<file path="src/rtl/tcw_pkg.sv">
// Shared constants, codes and controller/datapath interface types for the text console writer.
package tcw_pkg;

  localparam int ROWS  = 25;
  localparam int COLS  = 80;
  localparam int CELLS = ROWS * COLS;

  localparam int ROW_W    = $clog2(ROWS);
  localparam int COL_W    = $clog2(COLS);
  localparam int PTR_W    = $clog2(CELLS + 1);
  localparam int CELL_W   = 16;
  localparam int CHAR_W   = 8;
  localparam int ATTR_W   = 8;
  localparam int OP_W     = 2;
  localparam int IDX_W    = 11;
  localparam int CURPOS_W = 11;

  localparam int S_DATA_W = 24;
  localparam int M_DATA_W = 32;
  localparam int APB_AW   = 3;
  localparam int APB_DW   = 32;

  localparam logic [CELL_W-1:0] RESET_CELL = 16'h0700;
  localparam logic [ATTR_W-1:0] RESET_ATTR = 8'h07;

  localparam logic [CHAR_W-1:0] CHAR_CR  = 8'h0D;
  localparam logic [CHAR_W-1:0] CHAR_LF  = 8'h0A;
  localparam logic [CHAR_W-1:0] PRINT_LO = 8'h20;
  localparam logic [CHAR_W-1:0] PRINT_HI = 8'h7F;

  // Register index taken from paddr[2]
  localparam logic REG_ATTR = 1'b0;

  typedef enum logic [OP_W-1:0] {
    OP_PUT   = 2'd0,
    OP_CLEAR = 2'd1,
    OP_READ  = 2'd2,
    OP_NONE  = 2'd3
  } op_t;

  typedef enum logic [2:0] {
    ST_INIT,
    ST_IDLE,
    ST_EXEC,
    ST_READ_WAIT,
    ST_SCROLL_RD,
    ST_SCROLL_WR,
    ST_FILL,
    ST_DONE
  } state_t;

  typedef enum logic [2:0] {
    CUR_HOLD,
    CUR_CR,
    CUR_NEWLINE,
    CUR_ADVANCE,
    CUR_HOME
  } cur_op_t;

  typedef enum logic [2:0] {
    MEM_NONE,
    MEM_PUT,
    MEM_RD_CELL,
    MEM_RD_SCROLL,
    MEM_WR_SCROLL,
    MEM_FILL,
    MEM_INIT
  } mem_op_t;

  typedef enum logic [1:0] {
    PTR_HOLD,
    PTR_ZERO,
    PTR_INC
  } ptr_op_t;

  typedef struct packed {
    logic    load_item;
    cur_op_t cur_op;
    mem_op_t mem_op;
    ptr_op_t ptr_op;
    logic    set_scrolled;
    logic    cap_cell;
    logic    load_out;
  } tcw_cmd_t;

  typedef struct packed {
    op_t  op;
    logic is_cr;
    logic is_lf;
    logic is_print;
    logic last_row;
    logic last_col;
    logic ptr_move_end;
    logic ptr_end;
    logic out_free;
  } tcw_sts_t;

endpackage

</file>
<file path="src/rtl/tcw_ctrl.sv">
// Controller state machine: sequences put, clear, read, scroll and the power-up fill.
module tcw_ctrl
  import tcw_pkg::*;
(
  input  logic     clk,
  input  logic     rst,
  input  logic     s_tvalid,
  output logic     s_tready,
  input  tcw_sts_t sts,
  output tcw_cmd_t cmd
);

  state_t state;
  state_t state_next;
  logic   need_scroll;

  assign need_scroll = sts.last_row && (sts.is_lf || (sts.is_print && sts.last_col));

  always_ff @(posedge clk) begin
    if (rst) begin
      state <= ST_INIT;
    end else begin
      state <= state_next;
    end
  end

  always_comb begin
    state_next = state;
    case (state)
      ST_INIT: begin
        if (sts.ptr_end) state_next = ST_IDLE;
      end
      ST_IDLE: begin
        if (s_tvalid) state_next = ST_EXEC;
      end
      ST_EXEC: begin
        case (sts.op)
          OP_PUT:   state_next = need_scroll ? ST_SCROLL_RD : ST_DONE;
          OP_CLEAR: state_next = ST_FILL;
          OP_READ:  state_next = ST_READ_WAIT;
          default:  state_next = ST_DONE;
        endcase
      end
      ST_READ_WAIT: state_next = ST_DONE;
      ST_SCROLL_RD: state_next = ST_SCROLL_WR;
      ST_SCROLL_WR: begin
        state_next = sts.ptr_move_end ? ST_FILL : ST_SCROLL_RD;
      end
      ST_FILL: begin
        if (sts.ptr_end) state_next = ST_DONE;
      end
      ST_DONE: begin
        if (sts.out_free) state_next = ST_IDLE;
      end
      default: state_next = ST_INIT;
    endcase
  end

  always_comb begin
    cmd          = '0;
    cmd.cur_op   = CUR_HOLD;
    cmd.mem_op   = MEM_NONE;
    cmd.ptr_op   = PTR_HOLD;
    s_tready     = 1'b0;
    case (state)
      ST_INIT: begin
        cmd.mem_op = MEM_INIT;
        cmd.ptr_op = PTR_INC;
      end
      ST_IDLE: begin
        s_tready      = 1'b1;
        cmd.load_item = s_tvalid;
      end
      ST_EXEC: begin
        case (sts.op)
          OP_PUT: begin
            if (sts.is_cr) begin
              cmd.cur_op = CUR_CR;
            end else if (sts.is_lf) begin
              cmd.cur_op = CUR_NEWLINE;
            end else if (sts.is_print) begin
              cmd.cur_op = CUR_ADVANCE;
              cmd.mem_op = MEM_PUT;
            end
            if (need_scroll) begin
              cmd.set_scrolled = 1'b1;
              cmd.ptr_op       = PTR_ZERO;
            end
          end
          OP_CLEAR: begin
            cmd.cur_op = CUR_HOME;
            cmd.ptr_op = PTR_ZERO;
          end
          OP_READ: cmd.mem_op = MEM_RD_CELL;
          default: cmd.mem_op = MEM_NONE;
        endcase
      end
      ST_READ_WAIT: cmd.cap_cell = 1'b1;
      ST_SCROLL_RD: cmd.mem_op = MEM_RD_SCROLL;
      ST_SCROLL_WR: begin
        cmd.mem_op = MEM_WR_SCROLL;
        cmd.ptr_op = PTR_INC;
      end
      ST_FILL: begin
        cmd.mem_op = MEM_FILL;
        cmd.ptr_op = PTR_INC;
      end
      ST_DONE: cmd.load_out = sts.out_free;
      default: cmd.mem_op = MEM_NONE;
    endcase
  end

endmodule

</file>
<file path="config.mk">
export PLATFORM = sky130hd
export DESIGN_NAME = tcw_ctrl
export DESIGN_NICKNAME = d
export VERILOG_FILES = /design/src/rtl/tcw_pkg.sv /design/src/rtl/tcw_ctrl.sv
export SDC_FILE = /design/constraint.sdc
export NUM_CORES = 1
export LEC_CHECK = 0
export ABC_AREA = 1
export ABC_CLOCK_PERIOD_IN_PS = 2000
export BUFFER_PORTS_ARGS = -buffer_cell sky130_fd_sc_hd__buf_2
export CORE_MARGIN = 3
export CORE_UTILIZATION = 37
export DETAILED_ROUTE_END_ITERATION = 6
export PLACE_DENSITY = 0.75
export SLEW_MARGIN = 20
export SYNTH_ARGS = -nofsm -noshare
export SYNTH_HDL_FRONTEND = slang
export SYNTH_SLANG_ARGS = --single-unit
</file>
<file path="constraint.sdc">
create_clock -name clk -period 2 [get_ports clk]
set_input_delay 0.1 -clock clk [delete_from_list [all_inputs] [get_ports clk]]
set_output_delay 0.1 -clock clk [all_outputs]
set_load 0.01 [all_outputs]
</file>
==> results of run 1 <==
## cell families (layout without fill, tap and decap cells)
kind of cell | count (synthesis) | in the layout
adder cells (fa/ha/maj) | 6 | 6
flip-flops | 3 | 3
AO/OA/AOI/OAI | 11 | 11
buffers and inverters | 16 | 43
AND/OR/NAND/NOR | 46 | 46
## final cells by class
cell class,count,area share (%)
Timing Repair Buffer,25,19.05
Sequential cell,3,9.143
Clock buffer,4,4.000
Tap cell,14,2.667
Multi-Input combinational cell,63,57.14
Inverter,14,8.000
## final timing paths
kind | endpoint | slack (ns) | depth (start not counted)
hold reg to reg | state[2]$_SDFFE_PP0P_ | 0.59 | 2
hold / removal | state[2]$_SDFFE_PP0P_ | 0.06 | 2
setup / recovery | cmd[4] | 0.52 | 4
setup reg to reg | state[1]$_SDFFE_PP0P_ | 0.62 | 6
## report_power, final
part           internal [mW]  total (mW)  switching [mW]
sequential            0.0798       0.130          0.0505
combinational          0.149       0.368           0.219
clock                 0.0747       0.104          0.0298
total                  0.303       0.603           0.299
## metrics by stage
| step | utilization, % | hold WS (ns) |
|---|---|---|
| detailed placement | 52.50 | 0.2945 |
| floorplan | - | 0.1691 |
| CTS | 54.69 | 0.05097 |
| global route | 54.69 | 0.05710 |
| finish | 54.69 | 0.06067 |
| global placement | 52.50 | 0.2879 |
## placed cells by master, fill, tap and decap left out
master,instances
nand2_4,1
a21oi_4,1
clkbuf_4,3
nand3_2,1
nor3_1,1
nand2_1,17
o21ai_0,2
buf_2,25
nand2_2,3
o21ai_1,2
nor2_2,1
nor3_2,1
nor2_4,2
dfxtp_1,3
nand3_1,7
inv_1,11
ha_1,6
inv_2,3
clkbuf_1,1
o22ai_1,2
nand3b_1,1
nor2_1,11
a21oi_1,4
## layer usage
layer	part of all wire, %	vias up
met1	44	243
li1	-	309
met2	47	16
met3	8.2	0
met5	0	-
met4	0	0
## worst reg2reg max path, cell delays in order, from the launching register on
cell,delay (ns)
dfxtp_1,0.58
inv_1,0.19
nand3_2,0.16
a21oi_4,0.08
nor2_2,0.12
nand2_1,0.07
a21oi_1,0.12
==> metrics, run 1 <==
status finished, final reports clean; Slew HR 70.38%; Finished Layout Cells 123; final setup vio count 0; simple-gate share of the synthesized area 45.34%; Final #Nets 129; Max Cap Viol 0; clock sinks 3; delay-heaviest family, CP flip-flops; Overflow after GRT 0; top-area cell type share of the netlist area 14.71%; synthesized area 510.5 um2; Skew-Pair Late Insertion Delay 0.23 ns; Yosys reg bits 3; Fin. Hold Viols 0; Rows 12; num ports 26; Synth async-reset ratio 0%; Die Wd 43.15 um; total track usage 13.02%; die area 0.001861 mm2; WP data required 1.90 ns; routed vias/inst 4.618; met2 usage 18.29%; PD cells 917.4 mW/mm2; Setup Skew 0.0003365 ns; DRC violations left 0; CTS max path bufs 2; total design power 0.6026 mW; Setup crit start kind flop; RSZ-0062 raised after global routing no; LEAKAGE 0.3863 nW; Routed WL per cell 9.106 um; biggest regs state x3; fin. max-slew vios 0; CP Buf/Inv Count 2; synthesized instance count 82; Netlist cell types 21; CP Data Arrival Time 1.38 ns; met3 Resource Use GR 6.356%; maximum VDD drop 0.5435 mV; Largest stage delay, worst path 0.58 ns; Synth Area in XOR/XNOR 0%; Post-Route WL 1120 um; Most Crowded Layer GR met2; post-CTS setup buffers 0; CTS tree built; adder-cell share of the synthesized area 14.71%; synth warn 0; top cells by area, synth ha_1 15%, nand2_1 13%, dfxtp_1 12%; register area 60.06 um2; GRT met1 Usage 17.33%; Cells after DPL 119; Synth Area in Compound Gates 13.48%; first-pass GRT wire length 1918 um; crit end category output port; # port buffers 25; DP HPWL 955.4 um; fillers 136; initial antenna violation count 0; Setup WS pre-CTS 0.6074 ns; Seq/Total Area, Yosys 11.76%; Worst Path Class, Setup reg2out; violation count after the first detailed-route iteration 5; htree depth 1; Setup TNS Final 0 ns; total number of vias 568; Biggest register state; Final GP Congestion 0.7993; Post-synth EDFFs 0; Ant. Diodes 0; prevailing post-synth register cell dfxtp_1; period utilisation layout 74.11%; Hold Crit Start rst; Placed Area 630.6 um2; height of the die 43.15 um; most common library cells after synthesis 17 x nand2_1, 11 x inv_1, 11 x nor2_1, 7 x nand3_1, 6 x ha_1; Pre-antenna DRT Iters 3; post-CTS sizing 0; multi-input logic area 375.4 um2; final worst path period need 1.482 ns; Hold Buf Count CTS 0; largest family of logic cells by synthesized area simple AND/OR/NAND/NOR gates; Syn Area/Cell 6.225 um2; Synth area leader ha_1; Core ar. 0.001201 mm2; Initial Utilization 42.50%; min-delay worst type in2reg; CTS root buffer clkbuf_4; vias in the first global route 474; fin area 656.9 um2; most common cell in the synthesized netlist nand2_1; mux cell area share after synthesis 0%; reg2reg start state[2]$_SDFFE_PP0P_; layout cells sized above 1 37.61%; critical-path cell with the highest stage delay dfxtp_1; largest net degree at the start of global routing 12; Reg clk slew, reported paths 0.03 ns; max FFs per register 3; CTS Buf Count 3; Final ANT Viol Nets 0; Max Clk Rate 674.6 MHz; Setup WS post-layout 0.5177 ns; Syn Nets 101; CP cell instances inv_1 > nand3_2 > nand3_1 > buf_2; Crit Path Max Fanout 11; Critical Path Start state[2]$_SDFFE_PP0P_; Layout area overhead 28.68%; Worst Tran Pin Value 0.4438 ns
Note: power is estimated with default switching activity, not from simulation.
==> inputs of run 2 (changes only) <==
--- a/config.mk
+++ b/config.mk
@@ -6,12 +6,12 @@
 export NUM_CORES = 1
 export LEC_CHECK = 0
 export ABC_AREA = 1
-export ABC_CLOCK_PERIOD_IN_PS = 2000
+export ABC_CLOCK_PERIOD_IN_PS = 1200
 export BUFFER_PORTS_ARGS = -buffer_cell sky130_fd_sc_hd__buf_2
 export CORE_MARGIN = 3
 export CORE_UTILIZATION = 37
 export DETAILED_ROUTE_END_ITERATION = 6
-export PLACE_DENSITY = 0.75
+export PLACE_DENSITY = 0.78
 export SLEW_MARGIN = 20
 export SYNTH_ARGS = -nofsm -noshare
 export SYNTH_HDL_FRONTEND = slang
==> constraint.sdc (replaced) <==
create_clock -name clk -period 1.2 [get_ports clk]
set_input_delay 0.06 -clock clk [delete_from_list [all_inputs] [get_ports clk]]
set_output_delay 0.06 -clock clk [all_outputs]
set_load 0.01 [all_outputs]
==> run 2 against run 1 <==
Net effect: the flow now finishes with violations (negative setup slack); register-to-register slack lost 0.67 ns; combinational power grew to 2.9 times the previous value; sequential cell count is the same; wire length rose by 21%; clock power grew 73%; die area stayed put; worst hold slack better by 0.028 ns; setup slack worse by 0.59 ns; total power grew 140%; cell count up 8.9%; sequential share of layout area is 1.4 points lower; clock skew is 0.0083 ns higher; highest routed layer is now met4.
==> metrics, run 2 (synthesis gave the netlist of run 1 again) <==
status finished, violations left; failing checks negative setup slack; Setup Skew 0.008667 ns (+0.008331 ns); WHS 0.08853 ns (+0.02786 ns); Setup WS post-layout -0.06893 ns (-0.5867 ns); most frequent cells in the layout 23 x buf_2, 14 x nand2_1, 10 x inv_1, 10 x nor2_1, 7 x buf_4; htree depth 1 (unchanged); routed vias/inst 4.716 (+2.1%); FF-to-FF path depth 9 (+3); total track usage 14.97% (+1.9 points); largest net degree at the start of global routing 9 (-3); Post-Route WL 1353 um (+21%); first-pass GRT wire length 2208 um (+15%); RR Endpoint state[1]$_SDFFE_PP0P_; fin. max-slew vios 0 (unchanged); biggest regs state x3; CP Buf/Inv Count 3 (+1); delay-heaviest family, CP buffers and inverters; height of the die 43.15 um (unchanged); Slew HR 86.74% (+16 points); total number of vias 632 (+11%); die area 0.001861 mm2 (unchanged); CTS root buffer clkbuf_4; Final Util 71.67% (+17 points); Final #Nets 140 (+8.5%); DRC violations left 0 (unchanged); violation count after the first detailed-route iteration 8 (+3); CTS tree built; Rows 12 (unchanged); Layout area overhead 68.63%; Biggest register state; vias in the first global route 575 (+21%); Placed Area 668.1 um2 (+6.0%); # port buffers 25 (unchanged); Max Cap Viol 0 (unchanged); Overflow after GRT 0 (unchanged); Skew-Pair Late Insertion Delay 0.24 ns (about the same); CP Data Arrival Time 1.21 ns (-0.17 ns); crit end category output port; layout cells sized above 1 56.67% (+19 points); Die Wd 43.15 um (unchanged); Initial Utilization 42.50% (unchanged); Final GP Congestion 0.8440 (+5.6%); period utilisation layout 105.7%; R2R setup slack -0.05 ns (-0.67 ns); Core ar. 0.001201 mm2 (unchanged); Pre-antenna DRT Iters 4 (+1); Critical Path Start state[1]$_SDFFE_PP0P_; Setup TNS Final -0.4802 ns (-0.4802 ns); RSZ-0062 raised after global routing yes; Setup crit start kind flop; Worst Tran Pin Value 0.1968 ns (-0.2470 ns); Max Clk Rate 788.1 MHz; final setup vio count 12 (+12); Final ANT Viol Nets 0 (unchanged); fillers 91 (-33%); Worst Path Class, Setup reg2out; critical-path cell with the highest stage delay dfxtp_2; maximum VDD drop 1.220 mV (+120%); Fin. Hold Viols 0 (unchanged); clock sinks 3 (unchanged); LEAKAGE 0.4903 nW (+27%); Largest stage delay, worst path 0.33 ns (-0.25 ns); reg2reg start state[1]$_SDFFE_PP0P_; DP HPWL 1023 um (+7.1%); Reg clk slew, reported paths 0.04 ns (about the same); CP Capture Point cmd[5]; CTS max path bufs 2 (unchanged); CP cell instances inv_2 > buf_12 > nor2_4 > nand3b_1 > o22ai_1 > buf_2; min-delay worst type in2reg; Setup WS pre-CTS -0.05176 ns (-0.6592 ns); num ports 26 (unchanged); max FFs per register 3 (unchanged); CTS Buf Count 3 (unchanged); final worst path period need 1.269 ns; Crit Path Max Fanout 4 (-7); initial antenna violation count 0 (unchanged); Routed WL per cell 10.10 um (+11%); leading cell type in the layout, fill and taps excluded buf_2; WP data required 1.14 ns (-0.76 ns); critical path depth in cells 6 (+2); Ant. Diodes 0 (unchanged); PD cells 1685 mW/mm2 (+84%); fin area 860.8 um2 (+31%)
==> run 2: final cells by class <==
class | count | area, um2 | share of cell area (%)
sequential | 3 | 66.31 | 7.703
inverter | 14 | 55.05 | 6.395
clock buffer | 4 | 26.28 | 3.052
tap | 14 | 17.52 | 2.035
timing repair buffer | 36 | 242.7 | 28.20
multi-input combinational | 63 | 452.9 | 52.62
==> run 2: worst min path at each step <==
stage               startpoint               endpoint  slack (ns)  cells after the start
floorplan                  rst  state[1]$_SDFFE_PP0P_        0.13                      1
global placement           rst  state[1]$_SDFFE_PP0P_        0.25                      2
detailed placement         rst  state[2]$_SDFFE_PP0P_        0.25                      2
CTS                     sts[1]  state[0]$_SDFFE_PP0P_        0.08                      3
global route            sts[1]  state[0]$_SDFFE_PP0P_        0.12                      3
finish                  sts[1]  state[0]$_SDFFE_PP0P_        0.09                      3
==> run 2: routing by layer <==
| layer | wire, um | track usage [%] | vias up |
|---|---|---|---|
| met2 | 700 | 25.37 | 16 |
| li1 | - | - | 333 |
| met5 | 0 | 0 | - |
| met1 | 578 | 17.78 | 281 |
| met3 | 65 | 2.966 | 2 |
| met4 | 8 | 6.627 | 0 |
==> run 2: timing repair <==
item,CTS,global route
resized for setup,9,19
hold buffers,1,0
hold endpoints to repair,1,0
pin swaps,3,4
buffers inserted,3,4
setup endpoints to repair,16,15
==> run 2: metrics by stage <==
| stage | instances | power (mW) |
|---|---|---|
| floorplan | 82 | 0.6907 |
| CTS | 130 | 1.194 |
| detailed placement | 124 | 0.9078 |
| finish | 134 | 1.450 |
| global route | 134 | 1.563 |
| global placement | 124 | 0.8808 |
==> run 2: power by group <==
group,switching (mW),total (mW),internal (mW)
registers,0.0712,0.216,0.145
logic,0.545,1.05,0.510
clock network,0.0547,0.180,0.125
total,0.670,1.45,0.780
==> run 2: worst register-to-register path, delay by kind of cell (launching register included) <==
family,cells,cell delay [ns]
compound gates,2,0.24
buf+inv,3,0.30
simple gates,4,0.28
flops,1,0.33
==> inputs of run 3 (changes only) <==
--- a/config.mk
+++ b/config.mk
@@ -8,10 +8,11 @@
 export ABC_AREA = 1
 export ABC_CLOCK_PERIOD_IN_PS = 1200
 export BUFFER_PORTS_ARGS = -buffer_cell sky130_fd_sc_hd__buf_2
-export CORE_MARGIN = 3
-export CORE_UTILIZATION = 37
+export CORE_MARGIN = 2
+export CORE_UTILIZATION = 39
 export DETAILED_ROUTE_END_ITERATION = 6
-export PLACE_DENSITY = 0.78
+export PLACE_DENSITY = 0.81
+export SKIP_LAST_GASP = 1
 export SLEW_MARGIN = 20
 export SYNTH_ARGS = -nofsm -noshare
 export SYNTH_HDL_FRONTEND = slang
==> run 3 against run 2 <==
Net effect: the run still ends with negative setup slack left; utilization down 7.8 points; clock skew down 0.0048 ns; register-to-register slack better by 0.02 ns; highest routed layer unchanged.
==> metrics, run 3 (synthesis gave the netlist of run 1 again) <==
initial antenna violation count 0 (unchanged); Flop pwr share 16.1% (+1.2 points); Initial Utilization 40.24% (-2.3 points); Rows 13 (+1); max FFs per register 3 (unchanged); Fin. Hold Viols 0 (unchanged); Slew HR 82.80% (-3.9 points); CP cell instances buf_6 > buf_12 > o22ai_1 > buf_2; htree depth 1 (unchanged); LEAKAGE 0.4421 nW (-9.8%); Max Clk Rate 767.6 MHz (-2.6%); internal cell power 0.6929 mW (-11%); Setup WS post-layout -0.1028 ns (-0.03382 ns); CP Data Arrival Time 1.24 ns (+0.03 ns); Ant. Diodes 0 (unchanged); clock sinks 3 (unchanged); Max Cap Viol 0 (unchanged); CTS max path bufs 2 (unchanged); Crit Path Max Fanout 6 (+2); Skew-Pair Late Insertion Delay 0.24 ns (about the same); maximum VDD drop 0.8092 mV (-34%); CTS Buf Count 3 (unchanged); Setup crit start kind flop; Layout area overhead 58.82%; fin. max-slew vios 0 (unchanged); WP data required 1.14 ns (about the same); total number of vias 678 (+7.3%); die area 0.001614 mm2 (-13%); Setup Skew 0.003890 ns (-0.004778 ns); violation count after the first detailed-route iteration 9 (+1); leading cell type in the layout, fill and taps excluded buf_2; PD cells 1637 mW/mm2 (-2.9%); most frequent cells in the layout 25 x buf_2, 16 x nand2_1, 10 x inv_1; Final #Nets 139 (-0.71%); num ports 26 (unchanged); first-pass GRT wire length 2311 um (+4.7%); CTS root buffer clkbuf_4; Worst Path Class, Setup reg2out; period utilisation layout 108.6% (+2.8 points); P_sw 0.6340 mW (-5.4%); # port buffers 25 (unchanged); combinational share of power 70.2% (-2.5 points); Routed WL per cell 11.28 um (+12%); min-delay worst type in2reg; Final ANT Viol Nets 0 (unchanged); CTS tree built; layout cells sized above 1 52.10% (-4.6 points); status finished, violations left; clock power share 13.7% (+1.3 points); critical-path cell with the highest stage delay dfxtp_2; Core ar. 0.001269 mm2 (+5.6%); total track usage 21.78% (+6.8 points); Net Sw Frac 47.78% (+1.5 points); crit end category output port; Biggest register state; DRC violations left 0 (unchanged); Worst Tran Pin Value 0.2581 ns (+0.06129 ns); Die Wd 40.18 um (-6.9%); WHS 0.08034 ns (-0.008193 ns); DP HPWL 994.8 um (-2.8%); final setup vio count 10 (-2); Reg clk slew, reported paths 0.04 ns (about the same); Pre-antenna DRT Iters 4 (unchanged); Largest stage delay, worst path 0.34 ns (about the same); vias in the first global route 609 (+5.9%); routed vias/inst 5.060 (+7.3%); height of the die 40.18 um (-6.9%); Final GP Congestion 0.8540 (+1.2%); total design power 1.327 mW (-8.5%); Post-Route WL 1512 um (+12%); failing checks negative setup slack; Overflow after GRT 0 (unchanged); largest net degree at the start of global routing 9 (unchanged); biggest regs state x3; RSZ-0062 raised after global routing yes; final worst path period need 1.303 ns (+0.03382 ns)
run 3: cell count changes in the layout (fill, tap and decap cells not counted), moves of 2 or more:
| cell | delta |
|---|---|
| a21oi_1 | +2 |
| nor2_1 | -2 |
| nand2_1 | +2 |
| buf_2 | +2 |
| nand2_4 | -3 |
| nor2_2 | +2 |
| a21oi_2 | -2 |
| buf_4 | -2 |
run 3: worst max-delay path: cells and delay by family, from the launching register on:
| family | cells | cell delay (ns) |
|---|---|---|
| compound gates | 1 | 0.22 |
| flops | 1 | 0.34 |
| buf+inv | 3 | 0.45 |
run 3: final cells by class:
class | count | area (um2)
fill | 108 | 457.9
multi-input combinational | 63 | 415.4
timing repair buffer | 35 | 226.5
sequential | 3 | 66.31
inverter | 14 | 57.56
clock buffer | 4 | 26.28
tap | 15 | 18.77
run 3: what timing repair did:
| action | 4_1_cts | 5_1_grt |
|---|---|---|
| cloned | 0 | 0 |
| endpoints found under the setup margin | 16 | 16 |
| hold endpoints to repair | 1 | 0 |
| resized for setup | 9 | 11 |
| pin swaps | 9 | 6 |
| hold buffers | 1 | 0 |
| buffers inserted | 7 | 1 |
run 3: power groups by stage:
| stage | Clock, mW | Combinational [mW] | Sequential [mW] |
|---|---|---|---|
| after global routing | 0.206 | 1.02 | 0.219 |
| after global placement | 0 | 0.686 | 0.182 |
| final | 0.182 | 0.932 | 0.213 |
| after floorplan | 0 | 0.535 | 0.156 |
| after detailed placement | 0 | 0.702 | 0.185 |
| after CTS | 0.182 | 0.866 | 0.192 |
run 3: stage by stage:
step / cells / cell area [um2] / worst slack (ns) / setup TNS (ns) / util [%]
5_1_grt: 134 / 810.8 / -0.1517 / -1.394 / 63.91
6_report: 134 / 810.8 / -0.1028 / -0.4063 / 63.91
4_1_cts: 134 / 778.2 / -0.07727 / -0.4729 / 61.34
2_1_floorplan: 82 / 510.5 / 0.1277 / 0 / -
3_5_place_dp: 124 / 661.9 / -0.03479 / -0.06510 / 52.17
3_3_place_gp: 124 / 661.9 / 0.02212 / 0 / 52.17
run 3: path summary, 6_finish.rpt:
| kind | from | endpoint | slack, ns | cells after the start |
|---|---|---|---|---|
| max reg2reg | state[1]$_SDFFE_PP0P_ | state[0]$_SDFFE_PP0P_ | -0.03 | 9 |
| max | state[2]$_SDFFE_PP0P_ | cmd[6] | -0.10 | 4 |
| min | sts[1] | state[0]$_SDFFE_PP0P_ | 0.08 | 3 |
| min reg2reg | state[1]$_SDFFE_PP0P_ | state[1]$_SDFFE_PP0P_ | 0.69 | 3 |
run 3: per-layer routing:
layer	GRT usage [%]	wire length [um]	vias to the layer above
met5	0	0	-
met4	15.00	103	0
met3	5.000	67	14
met2	39.52	738	27
met1	21.64	602	302
li1	-	-	335
